`src/hdl/btbp_pkg.sv`:
```
// Shared types, constants and helper functions of the two-level branch predictor.
// No dependencies; every other file of the block refers to it by scoped names.
package btbp_pkg;

   // Table geometry
   localparam int BTB_ENTRIES = 32;                  // power of two: index is pc bits
   localparam int IDX_W       = $clog2(BTB_ENTRIES);
   localparam int MAX_HISTORY = 8;
   localparam int HIST_W      = MAX_HISTORY;
   localparam int ROW_CNT     = 1 << MAX_HISTORY;
   localparam int CNT_W       = 2;
   localparam int ROW_W       = ROW_CNT * CNT_W;
   localparam int TAG_W       = 30;
   localparam int ADDR_W      = 32;
   localparam int PC_STEP     = 4;
   localparam int GSHARE_LSB  = 16;
   localparam int LSHARE_LSB  = 2;

   // Saturating counter codes
   localparam logic [CNT_W-1:0] CNT_STRONG_NT = 2'd0;
   localparam logic [CNT_W-1:0] CNT_WEAK_NT   = 2'd1;
   localparam logic [CNT_W-1:0] CNT_WEAK_T    = 2'd2;
   localparam logic [CNT_W-1:0] CNT_STRONG_T  = 2'd3;

   // Operation codes
   localparam logic OP_PREDICT = 1'b0;
   localparam logic OP_UPDATE  = 1'b1;

   // Index folding modes
   localparam logic [1:0] SHARE_HISTORY = 2'd0;
   localparam logic [1:0] SHARE_LOW_PC  = 2'd1;
   localparam logic [1:0] SHARE_HIGH_PC = 2'd2;

   // Configuration port
   localparam int CSR_IDX_W = 3;
   localparam int CSR_W     = 5;
   localparam logic [CSR_IDX_W-1:0] CSR_GLOBAL_HISTORY = 3'd0;
   localparam logic [CSR_IDX_W-1:0] CSR_GLOBAL_TABLE   = 3'd1;
   localparam logic [CSR_IDX_W-1:0] CSR_SHARE_MODE     = 3'd2;
   localparam logic [CSR_IDX_W-1:0] CSR_HISTORY_BITS   = 3'd3;
   localparam logic [CSR_IDX_W-1:0] CSR_TAG_BITS       = 3'd4;

   localparam logic [3:0] HISTORY_BITS_RESET = 4'd8;
   localparam logic [4:0] TAG_BITS_RESET     = 5'd30;

   typedef struct packed {
      logic       hist_shared;
      logic       global_table;
      logic [1:0] share_mode;
      logic [3:0] history_bits;
      logic [4:0] tag_bits;
   } cfg_type;

   // One BTB entry as stored in the entry memory
   typedef struct packed {
      logic [TAG_W-1:0]  tag;
      logic [ADDR_W-1:0] target;
      logic [HIST_W-1:0] hist;
   } entry_type;

   // Result of the direction unit
   typedef struct packed {
      logic              pred;
      logic [HIST_W-1:0] new_hist;
      logic [ROW_W-1:0]  new_row;
   } dir_type;

   // Mask of the active history bits; length clamped to 1..MAX_HISTORY
   function automatic logic [HIST_W-1:0] hist_mask(input logic [3:0] history_bits);
      logic [3:0] len;
      len = history_bits;
      if (len < 4'd1) len = 4'd1;
      if (len > 4'(MAX_HISTORY)) len = 4'(MAX_HISTORY);
      return ~({HIST_W{1'b1}} << len);
   endfunction

   // Tag: low bits of pc>>2, length clamped to TAG_W
   function automatic logic [TAG_W-1:0] tag_of(input logic [4:0] tag_bits,
                                                input logic [ADDR_W-1:0] pc);
      logic [4:0]       len;
      logic [TAG_W-1:0] mask;
      len  = (tag_bits > 5'(TAG_W)) ? 5'(TAG_W) : tag_bits;
      mask = ~({TAG_W{1'b1}} << len);
      return pc[ADDR_W-1:2] & mask;
   endfunction

   // Counter index inside a row
   function automatic logic [HIST_W-1:0] cnt_index(input logic [1:0]        share_mode,
                                                   input logic [HIST_W-1:0] hist,
                                                   input logic [ADDR_W-1:0] pc,
                                                   input logic [HIST_W-1:0] mask);
      logic [HIST_W-1:0] idx;
      unique case (share_mode)
         SHARE_HISTORY: idx = hist;
         SHARE_LOW_PC:  idx = hist ^ pc[LSHARE_LSB +: HIST_W];
         SHARE_HIGH_PC: idx = hist ^ pc[GSHARE_LSB +: HIST_W];
         default:       idx = '0;
      endcase
      return idx & mask;
   endfunction

endpackage

```
`src/hdl/btbp_dir_unit.sv`:
```
// Direction unit: counter selection, prediction, row reset on allocation,
// counter step and history shift. Pure combinational; uses btbp_pkg.
module btbp_dir_unit (
   input  btbp_pkg::cfg_type                 cfg,
   input  logic [btbp_pkg::ADDR_W-1:0]       pc,
   input  logic                              hit,
   input  logic                              taken,
   input  logic [btbp_pkg::HIST_W-1:0]       ent_hist,
   input  logic [btbp_pkg::HIST_W-1:0]       shared_hist,
   input  logic [btbp_pkg::ROW_W-1:0]        local_row,
   input  logic [btbp_pkg::ROW_W-1:0]        shared_row,
   output btbp_pkg::dir_type                 dir_o
);

   logic [btbp_pkg::HIST_W-1:0] mask;
   logic [btbp_pkg::HIST_W-1:0] hist_pre;
   logic [btbp_pkg::HIST_W-1:0] hist_upd;
   logic [btbp_pkg::HIST_W-1:0] idx_pre;
   logic [btbp_pkg::HIST_W-1:0] idx_upd;
   logic [btbp_pkg::ROW_W-1:0]  row_pre;
   logic [btbp_pkg::ROW_W-1:0]  row_clr;
   logic [btbp_pkg::ROW_W-1:0]  row_upd;
   logic [btbp_pkg::CNT_W-1:0]  ctr_pre;
   logic [btbp_pkg::CNT_W-1:0]  ctr_upd;
   logic [btbp_pkg::CNT_W-1:0]  ctr_new;

   assign mask     = btbp_pkg::hist_mask(cfg.history_bits);
   assign hist_pre = cfg.hist_shared ? shared_hist : ent_hist;
   assign row_pre  = cfg.global_table ? shared_row : local_row;
   assign idx_pre  = btbp_pkg::cnt_index(cfg.share_mode, hist_pre, pc, mask);
   assign ctr_pre  = row_pre[{idx_pre, 1'b0} +: btbp_pkg::CNT_W];

   // Allocation wipes the local history and the active part of the local row
   assign hist_upd = cfg.hist_shared ? shared_hist : (hit ? ent_hist : '0);

   always_comb begin
      for (int i = 0; i < btbp_pkg::ROW_CNT; i++) begin
         if ((btbp_pkg::HIST_W'(i) & ~mask) == '0) begin
            row_clr[i*btbp_pkg::CNT_W +: btbp_pkg::CNT_W] = btbp_pkg::CNT_WEAK_NT;
         end else begin
            row_clr[i*btbp_pkg::CNT_W +: btbp_pkg::CNT_W] =
               local_row[i*btbp_pkg::CNT_W +: btbp_pkg::CNT_W];
         end
      end
   end

   assign row_upd = cfg.global_table ? shared_row : (hit ? local_row : row_clr);
   assign idx_upd = btbp_pkg::cnt_index(cfg.share_mode, hist_upd, pc, mask);
   assign ctr_upd = row_upd[{idx_upd, 1'b0} +: btbp_pkg::CNT_W];

   always_comb begin
      if (taken) begin
         ctr_new = (ctr_upd == btbp_pkg::CNT_STRONG_T) ? ctr_upd : ctr_upd + 2'd1;
      end else begin
         ctr_new = (ctr_upd == btbp_pkg::CNT_STRONG_NT) ? ctr_upd : ctr_upd - 2'd1;
      end
   end

   always_comb begin
      dir_o.pred     = hit && (ctr_pre >= btbp_pkg::CNT_WEAK_T);
      dir_o.new_hist = (btbp_pkg::HIST_W'(hist_upd << 1) | btbp_pkg::HIST_W'(taken)) & mask;
      dir_o.new_row  = row_upd;
      dir_o.new_row[{idx_upd, 1'b0} +: btbp_pkg::CNT_W] = ctr_new;
   end

endmodule

```
`config.mk`:
```
export PLATFORM = sky130hd
export DESIGN_NAME = btbp_dir_unit
export DESIGN_NICKNAME = d
export VERILOG_FILES = /design/src/hdl/btbp_pkg.sv /design/src/hdl/btbp_dir_unit.sv
export SDC_FILE = /design/constraint.sdc
export NUM_CORES = 2
export LEC_CHECK = 0
export ABC_AREA = 1
export BUFFER_PORTS_ARGS = -buffer_cell sky130_fd_sc_hd__buf_2
export CAP_MARGIN = 10
export CORE_AREA = 2 2 628 630
export DETAILED_ROUTE_END_ITERATION = 10
export DIE_AREA = 0 0 630 632
export PLACE_DENSITY = 0.3
export SLEW_MARGIN = 5
export SYNTH_ARGS = -nofsm -noshare
export SYNTH_HDL_FRONTEND = slang
export SYNTH_SLANG_ARGS = --single-unit
export TNS_END_PERCENT = 5
```
`constraint.sdc`:
```
create_clock -name vclk -period 3.25
set_clock_uncertainty 0.2 [all_clocks]
set_input_delay 0 -clock vclk [all_inputs]
set_output_delay 0 -clock vclk [all_outputs]
set_load 0.01 [all_outputs]
```
==> results.cfg <==
[layout]
regArea_sq_um = 0
design.seq.count = 0
fin_nets = 10205
final_area_sq_um = 65450
area_growth_pct = 155.7
drive_gt1_share_pct = 49.79
clkbuf_count = 0
final_core_util_pct = 16.72

[sta]
worst_slack_ps = -888.4
relSlewSlack_pct = 38.24
timing.final.crit_share_pct = 127.3
fin_crit_ps = 4138
tightest_slew_ps = 916.7
setup_viol = 513
drv_slew = 0
fmax_mhz = 241.6
hold_viol = 0
rsz0062_at_grt = true

[synthesis]
netlist_area_sq_um = 25600
synthTopCellsByArea = nand2_1 (32%), nand3_1 (14%), nor2_1 (11%)
postSynthAreaPerCell_sq_um = 4.450
synth_common_cells = nand2_1 (2,174), nand3_1 (741), nor2_1 (722)
yosys.area.top_type = nand2_1
syn_inst = 5753
synth_fp_nets = 6844
yosysSeqAreaShare_pct = 0
yosysMostFrequentCell = nand2_1
yosys.area.top_type_share_pct = 31.88
ys_types = 51
yosysWarnings = 0

[floorplanning]
die_h_um = 632
start_util_pct = 6.541
die_w_um = 630
std_cell_rows = 230
dieArea_sq_um = 398200
io_pins = 1608
core_sq_um = 391400

[global_route]
grt_max_degree = 55
grt_usage_pct = 26.80
overflow = 0
grt_pass1_vias = 55575
grt_first_pass_wirelength_um = 674300
antenna_found_initial = 403

[critical_path]
critical_path_class = input pin to output pin
endpoint_kind = output pin
path_max_fanout = 25
cp_data_required_time_ps = 3050
cp_num_buf_inv = 10
critPathMaxStageDelay_ps = 520
slowest_stage = a21oi_1
crit_family = buffers and inverters
cp.arrival_ps = 3940
start_kind = input pin

[route]
ant_nets = 0
routed_wirelength_um = 561700
viasPerCell = 4.005
num_vias = 57856
drt_pre_antenna_iters = 6
drc = 0
drtIter0Drc = 6328
wl_per_cell_um = 38.88

[power]
leakagePower_nw = 32.71
p_per_area_nw_per_um2 = 305.7
peakVddDrop_mv = 0.2413

[flow_run]
maxCapViolCount = 0

[outcome]
outcome = complete, but fails checks
violations = setup timing

[placed_design]
gp_congestion = 1.007
port-buffer-count = 1587
post_dp_cell_area_sq_um = 58500
hpwl_um = 504400

[worst_hold_path]
min_path_type = input pin to output pin

[clocking]
cts_hold_buffers = 0
## power breakdown
part           switching [mW]   total, mW  internal, mW
logic                    12.2        20.0          7.82
registers                   0           0             0
clock network               0  0.00000438    0.00000438
## repair_timing
| action | in CTS | in global routing |
|---|---|---|
| buffers inserted | 109 | 28 |
| gates cloned | 25 | 6 |
| endpoints found under the setup margin | 513 | 513 |
| resized for setup | 825 | 441 |
| pin swaps | 88 | 101 |
## cell families (layout without fill, tap and decap cells)
family | Yosys count | after routing | synth area share (%)
compound gates | 1081 | 1081 | 22.59
fa+ha+maj | 4 | 4 | 0.1955
xor+xnor | 8 | 8 | 0.4497
buf+inv | 860 | 4219 | 14.44
other cells | 0 | 113 | 0
mux | 63 | 63 | 2.468
simple gates | 3737 | 3737 | 59.86
## layer usage
layer  vias up  share of wire, %  wire [um]  GRT usage (%)
met5         -              0.19       1081              0
met4       166               8.2      46330          16.82
met3      1058               6.6      36930          5.225
met2      3434                45     252800          43.98
met1     27643                40     224500          32.02
li1      25555                 -          -              -
## path summary, 6_finish.rpt
path,startpoint,to,depth (start not counted)
worst max-delay path,cfg[8],dir_o[28],26
worst min-delay path,taken,dir_o[512],2
## cells in the final DEF, fill, tap and decap left out, drive strengths merged, types with 3 or more instances in the layout
| cell | n |
|---|---|
| a21boi | 4 |
| a21oi | 348 |
| a31o | 17 |
| a31oi | 10 |
| and2 | 3 |
| buf | 3785 |
| bufbuf | 11 |
| clkbuf | 8 |
| clkinv | 4 |
| clkinvlp | 5 |
| diode | 113 |
| ha | 4 |
| inv | 405 |
| mux2i | 62 |
| nand2 | 2187 |
| nand3 | 743 |
| nand3b | 4 |
| nand4 | 10 |
| nor2 | 739 |
| nor3 | 37 |
| nor4 | 4 |
| o211ai | 66 |
| o21a | 21 |
| o21ai | 589 |
| o22ai | 20 |
| or2 | 10 |
| xor2 | 7 |
## per-stage QoR
step | setup WS [ps] | setup TNS, ps | instances | power [mW] | hold WS [ps]
after floorplan | -9.685 | -43.01 | 5753 | 5.459 | -98.48
after global placement | -2198 | -807730 | 14175 | 16.82 | 340.9
after global routing | -912.1 | -412860 | 14372 | 20.57 | 320.0
final | -888.4 | -382560 | 14445 | 20.01 | 362.2
after CTS | -836.2 | -364060 | 14306 | 19.12 | 337.9
after detailed placement | -2120 | -803550 | 14175 | 16.74 | 337.8
## layout make-up
type               instances  area (sq um)
diodes                   113         282.8
repair inverters           2         36.28
inverters                413          1732
well taps               5220          6531
multi-input cells       4893         25380
fillers                46343        325900
repair buffers          3804         31490
(Power assumes the default switching activity.)
